<file path="src/hdl/tps_pkg.sv">
package tps_pkg;

  localparam int unsigned DataW = 32;

  typedef enum logic [1:0] {
    OP_TICK  = 2'd0,
    OP_START = 2'd1,
    OP_ABORT = 2'd2,
    OP_NONE  = 2'd3
  } opcode_e;

  typedef enum logic [1:0] {
    PH_IDLE    = 2'd0,
    PH_ORIENT  = 2'd1,
    PH_EXECUTE = 2'd2,
    PH_OUTCOME = 2'd3
  } phase_e;

  typedef enum logic {
    ALU_ADD = 1'b0,
    ALU_SUB = 1'b1
  } alu_op_e;

  typedef struct packed {
    logic [DataW-1:0] res;
    logic             ge;
  } alu_out_t;

endpackage

</file>
<file path="src/hdl/tps_alu.sv">
module tps_alu (
  input  tps_pkg::alu_op_e            op_i,
  input  logic [tps_pkg::DataW-1:0]   a_i,
  input  logic [tps_pkg::DataW-1:0]   b_i,
  output tps_pkg::alu_out_t           out_o
);

  logic [tps_pkg::DataW-1:0] b_eff;
  logic [tps_pkg::DataW:0]   sum;
  logic                      sub;

  assign sub   = (op_i == tps_pkg::ALU_SUB);
  assign b_eff = sub ? ~b_i : b_i;
  assign sum   = {1'b0, a_i} + {1'b0, b_eff} + {{tps_pkg::DataW{1'b0}}, sub};

  // For a subtract, the carry out is set exactly when a >= b (unsigned).
  assign out_o.res = sum[tps_pkg::DataW-1:0];
  assign out_o.ge  = sub & sum[tps_pkg::DataW];

endmodule

</file>
<file path="src/hdl/timed_phase_sequencer_with_cooldown_top.sv">
// Abort, the unused code and a start while running go straight to S_FIN; a start
// while idle first does the cooldown compare (S_CHK); a tick adds the delta (S_TIME),
// then S_ELAP and, unless idle, S_CMP; an ended phase advances (S_ADV), orient and
// execute then rerun S_ELAP, outcome adds the deadline (S_COOL); all on one shared adder.
// Input is taken only in S_IDLE; S_FIN waits for a free result register, which lets
// the next word enter while a result waits. Reset (asynchronous, active low) clears control state.
module timed_phase_sequencer_with_cooldown_top (
  input  logic        clk_i,
  input  logic        rst_ni,
  input  logic        in_valid_i,
  output logic        in_ready_o,
  input  logic [1:0]  opcode_i,
  input  logic [31:0] delta_ms_i,
  input  logic [31:0] orient_len_i,
  input  logic [31:0] execute_len_i,
  input  logic [31:0] outcome_len_i,
  input  logic [31:0] cooldown_len_i,
  output logic        out_valid_o,
  input  logic        out_ready_i,
  output logic [1:0]  phase_now_o,
  output logic        is_running_o,
  output logic        is_cooling_o,
  output logic        start_ok_o
);

  typedef enum logic [2:0] {
    S_IDLE,
    S_TIME,
    S_ELAP,
    S_CMP,
    S_ADV,
    S_COOL,
    S_CHK,
    S_FIN
  } state_e;

  state_e                    state_q, state_d;
  tps_pkg::phase_e           phase_q, phase_d;
  logic [31:0]               time_q, time_d;
  logic [31:0]               begin_q, begin_d;
  logic [31:0]               deadline_q, deadline_d;
  logic [31:0]               orient_dur_q, orient_dur_d;
  logic [31:0]               execute_dur_q, execute_dur_d;
  logic [31:0]               outcome_dur_q, outcome_dur_d;
  logic [31:0]               cooldown_dur_q, cooldown_dur_d;
  logic [31:0]               elapsed_q, elapsed_d;
  logic                      ok_q, ok_d;

  logic [31:0]               delta_q, delta_d;
  logic [31:0]               orient_len_q, orient_len_d;
  logic [31:0]               execute_len_q, execute_len_d;
  logic [31:0]               outcome_len_q, outcome_len_d;
  logic [31:0]               cooldown_len_q, cooldown_len_d;

  logic                      out_valid_q, out_valid_d;
  logic [1:0]                phase_now_q, phase_now_d;
  logic                      is_running_q, is_running_d;
  logic                      is_cooling_q, is_cooling_d;
  logic                      start_ok_q, start_ok_d;

  tps_pkg::alu_op_e          alu_op;
  logic [31:0]               alu_a, alu_b;
  tps_pkg::alu_out_t         alu_out;
  logic [31:0]               cur_dur;

  tps_alu u_alu (
    .op_i  (alu_op),
    .a_i   (alu_a),
    .b_i   (alu_b),
    .out_o (alu_out)
  );

  always_comb begin
    case (phase_q)
      tps_pkg::PH_ORIENT:  cur_dur = orient_dur_q;
      tps_pkg::PH_EXECUTE: cur_dur = execute_dur_q;
      default:             cur_dur = outcome_dur_q;
    endcase
  end

  always_comb begin
    alu_op = tps_pkg::ALU_ADD;
    alu_a  = '0;
    alu_b  = '0;
    case (state_q)
      S_TIME: begin
        alu_a = time_q;
        alu_b = delta_q;
      end
      S_ELAP: begin
        alu_op = tps_pkg::ALU_SUB;
        alu_a  = time_q;
        alu_b  = begin_q;
      end
      S_CMP: begin
        alu_op = tps_pkg::ALU_SUB;
        alu_a  = elapsed_q;
        alu_b  = cur_dur;
      end
      S_ADV: begin
        alu_a = begin_q;
        alu_b = cur_dur;
      end
      S_COOL: begin
        alu_a = time_q;
        alu_b = cooldown_dur_q;
      end
      S_CHK, S_FIN: begin
        alu_op = tps_pkg::ALU_SUB;
        alu_a  = time_q;
        alu_b  = deadline_q;
      end
      default: begin
        alu_op = tps_pkg::ALU_ADD;
      end
    endcase
  end

  always_comb begin
    state_d        = state_q;
    phase_d        = phase_q;
    time_d         = time_q;
    begin_d        = begin_q;
    deadline_d     = deadline_q;
    orient_dur_d   = orient_dur_q;
    execute_dur_d  = execute_dur_q;
    outcome_dur_d  = outcome_dur_q;
    cooldown_dur_d = cooldown_dur_q;
    elapsed_d      = elapsed_q;
    ok_d           = ok_q;
    delta_d        = delta_q;
    orient_len_d   = orient_len_q;
    execute_len_d  = execute_len_q;
    outcome_len_d  = outcome_len_q;
    cooldown_len_d = cooldown_len_q;
    out_valid_d    = out_valid_q & ~out_ready_i;
    phase_now_d    = phase_now_q;
    is_running_d   = is_running_q;
    is_cooling_d   = is_cooling_q;
    start_ok_d     = start_ok_q;

    case (state_q)
      S_IDLE: begin
        if (in_valid_i) begin
          delta_d        = delta_ms_i;
          orient_len_d   = orient_len_i;
          execute_len_d  = execute_len_i;
          outcome_len_d  = outcome_len_i;
          cooldown_len_d = cooldown_len_i;
          ok_d           = 1'b0;
          case (tps_pkg::opcode_e'(opcode_i))
            tps_pkg::OP_TICK: state_d = S_TIME;
            tps_pkg::OP_START: begin
              state_d = (phase_q == tps_pkg::PH_IDLE) ? S_CHK : S_FIN;
            end
            tps_pkg::OP_ABORT: begin
              phase_d = tps_pkg::PH_IDLE;
              state_d = S_FIN;
            end
            default: state_d = S_FIN;
          endcase
        end
      end
      S_TIME: begin
        time_d  = alu_out.res;
        state_d = S_ELAP;
      end
      S_ELAP: begin
        elapsed_d = alu_out.res;
        state_d   = (phase_q == tps_pkg::PH_IDLE) ? S_FIN : S_CMP;
      end
      S_CMP: begin
        state_d = alu_out.ge ? S_ADV : S_FIN;
      end
      S_ADV: begin
        begin_d = alu_out.res;
        if (phase_q == tps_pkg::PH_OUTCOME) begin
          phase_d = tps_pkg::PH_IDLE;
          state_d = S_COOL;
        end else begin
          phase_d = tps_pkg::phase_e'(2'(phase_q) + 2'd1);
          state_d = S_ELAP;
        end
      end
      S_COOL: begin
        deadline_d = alu_out.res;
        state_d    = S_FIN;
      end
      S_CHK: begin
        // Not cooling when time has reached the deadline.
        if (alu_out.ge) begin
          phase_d        = tps_pkg::PH_ORIENT;
          begin_d        = time_q;
          orient_dur_d   = orient_len_q;
          execute_dur_d  = execute_len_q;
          outcome_dur_d  = outcome_len_q;
          cooldown_dur_d = cooldown_len_q;
          ok_d           = 1'b1;
        end
        state_d = S_FIN;
      end
      S_FIN: begin
        if (!out_valid_q || out_ready_i) begin
          out_valid_d  = 1'b1;
          phase_now_d  = 2'(phase_q);
          is_running_d = (phase_q != tps_pkg::PH_IDLE);
          is_cooling_d = (phase_q == tps_pkg::PH_IDLE) && !alu_out.ge;
          start_ok_d   = ok_q;
          state_d      = S_IDLE;
        end
      end
      default: state_d = S_IDLE;
    endcase
  end

  always_ff @(posedge clk_i or negedge rst_ni) begin
    if (!rst_ni) begin
      state_q        <= S_IDLE;
      phase_q        <= tps_pkg::PH_IDLE;
      time_q         <= '0;
      begin_q        <= '0;
      deadline_q     <= '0;
      orient_dur_q   <= '0;
      execute_dur_q  <= '0;
      outcome_dur_q  <= '0;
      cooldown_dur_q <= '0;
      ok_q           <= 1'b0;
      out_valid_q    <= 1'b0;
    end else begin
      state_q        <= state_d;
      phase_q        <= phase_d;
      time_q         <= time_d;
      begin_q        <= begin_d;
      deadline_q     <= deadline_d;
      orient_dur_q   <= orient_dur_d;
      execute_dur_q  <= execute_dur_d;
      outcome_dur_q  <= outcome_dur_d;
      cooldown_dur_q <= cooldown_dur_d;
      ok_q           <= ok_d;
      out_valid_q    <= out_valid_d;
    end
  end

  always_ff @(posedge clk_i) begin
    elapsed_q      <= elapsed_d;
    delta_q        <= delta_d;
    orient_len_q   <= orient_len_d;
    execute_len_q  <= execute_len_d;
    outcome_len_q  <= outcome_len_d;
    cooldown_len_q <= cooldown_len_d;
    phase_now_q    <= phase_now_d;
    is_running_q   <= is_running_d;
    is_cooling_q   <= is_cooling_d;
    start_ok_q     <= start_ok_d;
  end

  assign in_ready_o   = (state_q == S_IDLE);
  assign out_valid_o  = out_valid_q;
  assign phase_now_o  = phase_now_q;
  assign is_running_o = is_running_q;
  assign is_cooling_o = is_cooling_q;
  assign start_ok_o   = start_ok_q;

endmodule

</file>
<file path="config.mk">
export PLATFORM = sky130hd
export DESIGN_NAME = timed_phase_sequencer_with_cooldown_top
export DESIGN_NICKNAME = d
export VERILOG_FILES = /design/src/hdl/tps_pkg.sv /design/src/hdl/tps_alu.sv /design/src/hdl/timed_phase_sequencer_with_cooldown_top.sv
export SDC_FILE = /design/constraint.sdc
export NUM_CORES = 1
export LEC_CHECK = 0
export BUFFER_PORTS_ARGS = -buffer_cell sky130_fd_sc_hd__buf_4
export CAP_MARGIN = 10
export CELL_PAD_IN_SITES_DETAIL_PLACEMENT = 0
export CELL_PAD_IN_SITES_GLOBAL_PLACEMENT = 2
export CORE_UTILIZATION = 42
export DETAILED_ROUTE_END_ITERATION = 8
export PLACE_DENSITY = 0.89
export SYNTH_ARGS = -nofsm -noshare
export SYNTH_HDL_FRONTEND = slang
export SYNTH_HIERARCHICAL = 1
export SYNTH_SLANG_ARGS = --single-unit
</file>
<file path="constraint.sdc">
create_clock -name clk_i -period 6.25 [get_ports clk_i]
set_input_delay 0.625 -clock clk_i [delete_from_list [all_inputs] [get_ports clk_i]]
set_output_delay 0.625 -clock clk_i [all_outputs]
set_load 0.05 [all_outputs]
</file>
Word level (Yosys, flattened, before mapping)
Index checks and enable logic that the tools add are counted.

storage, ports and cells
  flip-flop bits (word level) = 428
  input bits = 166
  output and inout bits = 7

cells by class
  add/sub/neg operators = 3
  equal/unequal tests = 16
  mux-type cells = 25
  bitwise gates (word level) = 4
  reduce and logical (&&, ||, !) cells = 23

operators with widths
  cell                                                              number
  32-bit one-hot mux with 5 select lines                            1
  32-bit one-hot mux with 2 select lines                            2
  32-bit one-hot mux with 3 select lines                            1
  32-bit two-way mux                                                2
  32-bit by 32-bit adder with 33-bit output                         1
  33-bit by 1-bit adder with 33-bit output                          1
  32-bit inverter                                                   1
  3-bit one-hot mux with 7 select lines                             1
  3-bit == test (second input constant)                             4
  3-bit two-way mux                                                 4
  2-bit two-way mux                                                 5
  2-bit AND reduction                                               5
  2-bit == test (second input constant)                             3
  3-bit by 2-bit == test with 1-bit output (second input constant)  2
  1-bit two-way mux                                                 6
  2-bit inequality test (second input constant)                     3
  2-bit one-hot mux with 3 select lines                             1
  3-bit one-hot mux with 2 select lines                             1
  2-bit nonzero test                                                3
  2-bit OR reduction                                                3
  5-bit OR reduction                                                1
  2-bit by 1-bit == test with 1-bit output (second input constant)  2
  2-bit zero test                                                   2
  4-bit AND reduction                                               1
  other kinds (13)                                                  15

Longest topological paths before layout
Gate-level depths: netlist of run 1.

  depth after elaboration = 10
  mapped depth = 22
  mapped depth without buffers = 20

By module
Netlist of run 1, hierarchy kept.

by module, submodules not included
  module                                   times used  cells an instance  area an instance (µm²)  seq. area each (µm²)
  timed_phase_sequencer_with_cooldown_top  1           1,223              17,465.5                11,696.2
  tps_alu                                  1           288                2,150.8                 0.0

Worst setup path after synthesis of run 1
Ideal clock, no wire load.

  path kind = reg-to-reg
  from = register state_q[0]
  to = register cooldown_len_q[0], enable pin
  setup time = 0.538 ns
  arrival time = 5.077 ns
  required time = 5.712 ns
  path slack = 0.634 ns
  cell stages (with the launch flop) = 5
  buffers on the path = 1
  path through = dfrtp_1 > buf_2 > or3_1 > inv_1 > and2_1

between the ends
  cells in the longest elaborated chain, start to end = 2

ends and longest elaborated chain
  item                                  RTL line                                        RTL
  start, declared                       timed_phase_sequencer_with_cooldown_top.sv:37   state_e state_q, state_d;
  start signal, assigned                timed_phase_sequencer_with_cooldown_top.sv:230  state_q <= state_d;
  3-bit zero test                       --
  named net in_ready_o                  timed_phase_sequencer_with_cooldown_top.sv:11   output logic in_ready_o,
  2-bit AND reduction (no source line)  --
  end signal, assigned                  timed_phase_sequencer_with_cooldown_top.sv:250  cooldown_len_q <= cooldown_len_d;
  end, declared                         timed_phase_sequencer_with_cooldown_top.sv:53   logic [31:0] cooldown_len_q, cooldown_len_d;

The timed path passes the listed nets, and every way through them passes these cells.
A chain may end at the register's enable or synchronous reset.

==> results.md, run 1 <==
- Boundary pin count: 173
- Worst-margin pin slew: 1.154 ns
- Hold Path Class: primary input to async pin
- Slowest Stage Delay on Critical Path: 0.61 ns
- Syn nets: 1713
- Most instantiated cells after synthesis: dfrtp_1, edfxtp_1, mux2_2, nand2_1, o21ai_0
- Reg clk slew, reported paths: 0.06 ns
- Worst skew pair latency: 0.58 ns
- Place WS: 0.8789 ns
- Area grow syn2layout: 17.85%
- Post-synth top flop: dfrtp_1
- Yosys reg bits: 428
- Nets: 1870
- Die W: 218.1 um
- # diodes: 0
- Critical Path Slowest Stage Cell: dfrtp_2
- TritonCTS sink count: 428
- Number of setup buffers added after CTS: 0
- Initial antenna violation count: 0
- CP Max Fanout: 33
- Mapped Area: 19620 um2
- WL final: 46.55 mm
- Avg Cell Area, Syn: 12.98 um2
- Fill cell count: 3994
- RD Place Congestion: 0.8963
- Core area: 45670 um2
- Async SR Flop Fraction: 53.97%
- CTS tree: done
- Share of layout cells above drive strength 1: 29.58%
- Setup violators final: 0
- DIE HEIGHT: 218.1 um
- Root buffer cell: clkbuf_16
- Status: complete, no violations
- DR iter-0 viols: 774
- Setup TNS: 0 ns
- DRC viols: 0
- Synth Warn #: 6
- Fin. max-slew vios: 0
- Worst EP arrival: 5.90 ns
- Most common cell in the netlist: dfrtp_1
- Synth area leader: edfxtp_1
- Cts-stage hold buffer count: 0
- Relative slew margins: 22.97%
- Worst Setup Start Kind: register
- Seq/Total Area, Yosys: 59.62%
- Share of the synthesized area in the top cell type: 30.16%
- Final Skew: 0.03004 ns
- Row count: 78
- Tcrit/Tclk final: 87.21%
- CTS buffer count: 45
- Final Hold Slack: 0.02852 ns
- Htree depth: 2
- Pin count of the biggest net entering global routing: 118
- Clock Path Buffers: 3
- Via Count: 12710
- Starting density of the core: 42.95%
- Routed len/inst: 20.21 um
- Port Buffers: 172
- Largest delay share family, worst path: compound AO/OA/AOI/OAI gates
- Peak Freq: 183.5 MHz
- Final worst setup slack: 0.7996 ns
- CP Class: register to register
- EDFF count, synth: 197
- Remaining Overflow, GRT: 0
- Top post-synthesis cells by area: edfxtp_1, dfrtp_1, mux2_2
- Final Hold Viols: 0
- Critical path buffers and inverters: 4
- First-pass GRT wire length: 73.56 mm
- Vias in the first global route: 12910
- Final min period: 5.450 ns
- GRT Total Usage: 19.89%
- Worst path required time: 6.70 ns
- Die area: 47570 um2
- DPL Wire Length: 31.99 mm
- Unique masters post-synth: 72
- Unrepaired setup endpoints after global routing: false
- Synth Instances: 1511
- Routed Antenna Nets: 0
- CP Cell Sequence: inv_1, nor2_2, a221oi_1, o21ai_1, mux2_2, inv_1, fa_1, and2b_1, o2111ai_1, a2111oi_2, nor2_1, o31ai_4, a41oi_2, o22ai_1, nand4_1, buf_12, buf_4, mux2_2
- Setup crit end kind: register
- Vias per cell: 5.516
- Max cap viols: 0
- Pre-Repair DR Iteration Count: 7
- Cts repair resizes: 0
## cell usage in the layout (no fill, tap or decap), drive strengths merged, types with 35 or more instances in the layout
| master | n |
|---|---|
| a221oi | 62 |
| o21ai | 113 |
| xor2 | 44 |
| a31oi | 40 |
| edfxtp | 197 |
| mux2i | 65 |
| mux2 | 193 |
| clkbuf | 55 |
| ha | 35 |
| nor2 | 58 |
| nand2 | 156 |
| dfrtp | 231 |
| buf | 211 |
## logic make-up (layout without fill, tap and decap cells)
family / Yosys count / after routing / share of synthesized area, %
AO/OA/AOI/OAI: 345 / 345 / 12.16
XOR/XNOR: 60 / 60 / 2.679
adder cells (fa/ha/maj): 36 / 36 / 2.334
buffers and inverters: 118 / 311 / 3.017
flip-flops: 428 / 428 / 59.62
multiplexers: 258 / 258 / 14.40
AND/OR/NAND/NOR: 266 / 266 / 5.785
## worst reg2reg max path, delay by kind of cell, from the launching register on
kind	cells	cell delay, ns
AOI/OAI and AO/OA	7	1.82
adders and majority gates	1	0.43
buffers and inverters	4	0.79
DFF	1	0.61
muxes	2	0.53
and+or+nand+nor	4	1.15
## worst paths after layout
check | startpoint | end | slack, ns | cells past startpoint
max in group asynchronous | rst_ni | orient_dur_q[6]$_DFFE_PN0P_ | 4.67 | 2
min in group clk_i | delta_ms_i[3] | delta_q[3]$_DFFE_PP_ | 0.22 | 1
setup / recovery | state_q[2]$_DFFE_PN0P_ | outcome_dur_q[20]$_DFFE_PN0P_ | 0.80 | 18
hold / removal | rst_ni | execute_dur_q[15]$_DFFE_PN0P_ | 0.03 | 1
hold reg to reg | execute_len_q[15]$_DFFE_PP_ | execute_dur_q[15]$_DFFE_PN0P_ | 0.47 | 1
setup reg to reg | state_q[2]$_DFFE_PN0P_ | outcome_dur_q[20]$_DFFE_PN0P_ | 0.80 | 18
## area by class of cell
class	instances	area (um2)	share of cell area (%)
sequential	428	11700	50.61
tap	600	750.7	3.247
timing repair buffer	211	1679	7.263
inverter	17	63.81	0.2760
multi-input combinational	965	7356	31.82
clock buffer	55	1226	5.304
clock inverter	28	341.6	1.478
## stage by stage
step	util [%]	cell area, um2	std cells
after global routing	50.61	23120	2304
after detailed placement	47.18	21550	2221
after global placement	47.18	21550	2221
after CTS	50.61	23120	2304
final	50.61	23120	2304
after floorplan	-	19620	1511
## layer usage
metal / GRT usage (%) / up-vias / wire, um
met4: 4.848 / 0 / 876
met5: 0 / - / 0
li1: - / 5966 / -
met2: 31.35 / 280 / 21830
met3: 3.591 / 64 / 1954
met1: 28.37 / 6400 / 21890
Power of run 1 is not shown: default switching activity piles up to over one toggle a cycle in this logic, so the estimate is an artifact.
==> run 2: changes to the inputs <==
--- a/config.mk
+++ b/config.mk
@@ -5,13 +5,13 @@
 export SDC_FILE = /design/constraint.sdc
 export NUM_CORES = 1
 export LEC_CHECK = 0
+export ABC_AREA = 1
 export BUFFER_PORTS_ARGS = -buffer_cell sky130_fd_sc_hd__buf_4
 export CAP_MARGIN = 10
-export CELL_PAD_IN_SITES_DETAIL_PLACEMENT = 0
-export CELL_PAD_IN_SITES_GLOBAL_PLACEMENT = 2
-export CORE_UTILIZATION = 42
+export CORE_ASPECT_RATIO = 1.2
+export CORE_UTILIZATION = 54
 export DETAILED_ROUTE_END_ITERATION = 8
-export PLACE_DENSITY = 0.89
+export PLACE_DENSITY = 0.82
 export SYNTH_ARGS = -nofsm -noshare
 export SYNTH_HDL_FRONTEND = slang
 export SYNTH_HIERARCHICAL = 1
==> results.md, run 2 <==
- Final Skew: 0.01997 ns (-0.01007 ns)
- Unique masters post-synth: 31 (-57%)
- Commonest non-fill, non-tap cell in the layout: nand2_1
- GRT Total Usage: 28.23% (+8.3 points)
- RD Place Congestion: 0.9567 (+6.7%)
- Pin count of the biggest net entering global routing: 174 (+47%)
- DIE HEIGHT: 213.7 um (-2.0%)
- DRC viols: 0 (unchanged)
- Async SR Flop Fraction: 53.97% (unchanged)
- Synth Instances: 2225 (+47%)
- DR iter-0 viols: 1683 (+120%)
- CP Max Fanout: 161 (+390%)
- Synth area leader: edfxtp_1
- Most frequent cells in the layout: nand2_1, dfrtp_1, edfxtp_1
- R2R Setup Slk: 0.82 ns (+0.02 ns)
- Via Count: 16170 (+27%)
- Avg Cell Area, Syn: 9.060 um2 (-30%)
- Most common cell on crit path: nand2_1
- Top post-synthesis cells by area: edfxtp_1, dfrtp_1, nand2_1
- Critical Path Slowest Stage Cell: dfrtp_1
- Cts-stage hold buffer count: 0 (unchanged)
- Root buffer cell: clkbuf_16
- Hold Path Class: primary input to async pin
- Clock Path Buffers: 3 (unchanged)
- Relative slew margins: 19.55% (-3.4 points)
- EDFF count, synth: 197 (unchanged)
- Reg-to-reg startpoint: state_q[0]$_DFFE_PN0P_
- Unrepaired setup endpoints after global routing: false
- Die area: 38110 um2 (-20%)
- Place WS: 1.088 ns (+0.2094 ns)
- Status: complete, no violations
- Port Buffers: 172 (unchanged)
- DPL Wire Length: 36.32 mm (+14%)
- First-pass GRT wire length: 83.16 mm (+13%)
- TritonCTS sink count: 428 (unchanged)
- Routed Antenna Nets: 0 (unchanged)
- Synth Warn #: 6 (unchanged)
- Mapped Area: 20160 um2 (+2.8%)
- Worst skew pair latency: 0.56 ns (-0.02 ns)
- Slowest Stage Delay on Critical Path: 0.73 ns (+0.12 ns)
- Row count: 77 (-1.3%)
- Setup crit end kind: register
- Share of layout cells above drive strength 1: 13.78% (-16 points)
- Number of setup buffers added after CTS: 0 (unchanged)
- Final min period: 5.429 ns (-0.02156 ns)
- Max cap viols: 0 (unchanged)
- Worst-margin pin slew: 1.207 ns (+0.05262 ns)
- Worst R2R Path Depth: 22 (+4)
- Fill cell count: 2870 (-28%)
- Nets: 2556 (+37%)
- Routed len/inst: 18.36 um (-9.1%)
- Vias per cell: 5.650 (+2.4%)
- Worst path required time: 6.66 ns (-0.04 ns)
- CP Class: register to register
- Pre-Repair DR Iteration Count: 9 (+2)
- Tcrit/Tclk final: 86.86% (-0.34 points)
- Boundary pin count: 173 (unchanged)
- Cts repair resizes: 0 (unchanged)
- Seq/Total Area, Yosys: 58.02% (-1.6 points)
- Setup TNS: 0 ns (unchanged)
- Syn nets: 2427 (+42%)
- Setup violators final: 0 (unchanged)
- Peak Freq: 184.2 MHz (+0.40%)
- Vias in the first global route: 16010 (+24%)
- Die W: 178.4 um (-18%)
- Most common cell in the netlist: nand2_1
- WL final: 52.55 mm (+13%)
- Crit Reg-Reg Endpoint: cooldown_dur_q[15]$_DFFE_PN0P_
- Share of the synthesized area in the top cell type: 29.35% (-0.81 points)
- CTS buffer count: 43 (-4.4%)
- Final worst setup slack: 0.8212 ns (+0.02156 ns)
- Worst Setup Start Kind: register
- Worst EP arrival: 5.84 ns (-0.06 ns)
- Reg clk slew, reported paths: 0.06 ns (about the same)
- Htree depth: 2 (unchanged)
- Yosys reg bits: 428 (unchanged)
- Starting density of the core: 54.77% (+12 points)
- CP Cell Sequence: nand3_1, nand2_1, buf_4, nand3_1, nand4_1, nand2_1, nand2_2, inv_1, fa_1, nand3b_1, nand2_1, nand2_1, nand2_1, nand2_1, nand2_1, nand2_1, a21oi_4, buf_12, nand2_4, buf_12, nor2_1, a21oi_1
- Core area: 36800 um2 (-19%)
- # diodes: 0 (unchanged)
- Remaining Overflow, GRT: 0 (unchanged)
- Post-synth top flop: dfrtp_1
- Final Hold Viols: 0 (unchanged)
- Fin. max-slew vios: 0 (unchanged)
- Most instantiated cells after synthesis: nand2_1, dfrtp_1, edfxtp_1, nand3_1, inv_1
- CTS tree: done
- Initial antenna violation count: 1 (+1)
- Area grow syn2layout: 16.14%
==> run 2: logic make-up after synthesis <==
family	synth area share, %
compound gates	7.541
flops	58.02
simple gates	23.75
buf+inv	6.375
xor+xnor	2.042
fa+ha+maj	2.272
==> run 2: metrics by stage <==
stage | util [%] | instances | hold slack (ns) | instance area, um2
after CTS | 63.61 | 2862 | 0.01238 | 23410
after detailed placement | 59.32 | 2783 | 0.4441 | 21830
after global placement | 59.32 | 2783 | 0.4404 | 21830
after floorplan | - | 2225 | 0.3294 | 20160
final | 63.61 | 2862 | 0.01114 | 23410
after global routing | 63.61 | 2862 | 0.02313 | 23410
==> run 2: final cells by class <==
type	count	area, um2	share of cell area (%)
multi-input combinational	1485	7208	30.79
clock inverter	31	476.7	2.036
clock buffer	48	1105	4.719
sequential	428	11700	49.97
timing repair buffer	199	1589	6.787
inverter	197	742.0	3.169
tap	474	593.1	2.533
==> run 2: critical path: cells and delay by family, from the launching register on <==
family	cells	cell delay [ns]
simple gates	15	2.69
compound gates	2	0.26
flops	1	0.73
buf+inv	4	0.94
fa+ha+maj	1	0.43
==> run 2: worst max-delay path by stage <==
stage	from	end	slack (ns)	cells after the start
detailed placement	state_q[0]$_DFFE_PN0P_	cooldown_dur_q[15]$_DFFE_PN0P_	1.09	22
global route	state_q[0]$_DFFE_PN0P_	cooldown_dur_q[18]$_DFFE_PN0P_	0.51	22
global placement	state_q[0]$_DFFE_PN0P_	begin_q[27]$_DFFE_PN0P_	1.16	21
finish	state_q[0]$_DFFE_PN0P_	cooldown_dur_q[15]$_DFFE_PN0P_	0.82	22
CTS	state_q[0]$_DFFE_PN0P_	cooldown_dur_q[2]$_DFFE_PN0P_	1.04	22
floorplan	state_q[1]$_DFFE_PN0P_	cooldown_len_q[0]$_DFFE_PP_	0.82	4
==> run 2: per-layer routing <==
layer | GRT usage (%) | part of all wire [%]
met1 | 37.07 | 40
met2 | 47.42 | 50
met3 | 3.812 | 6.9
met4 | 11.34 | 3.6
met5 | 0 | 0.025
Power of run 2 is left out for the same reason.
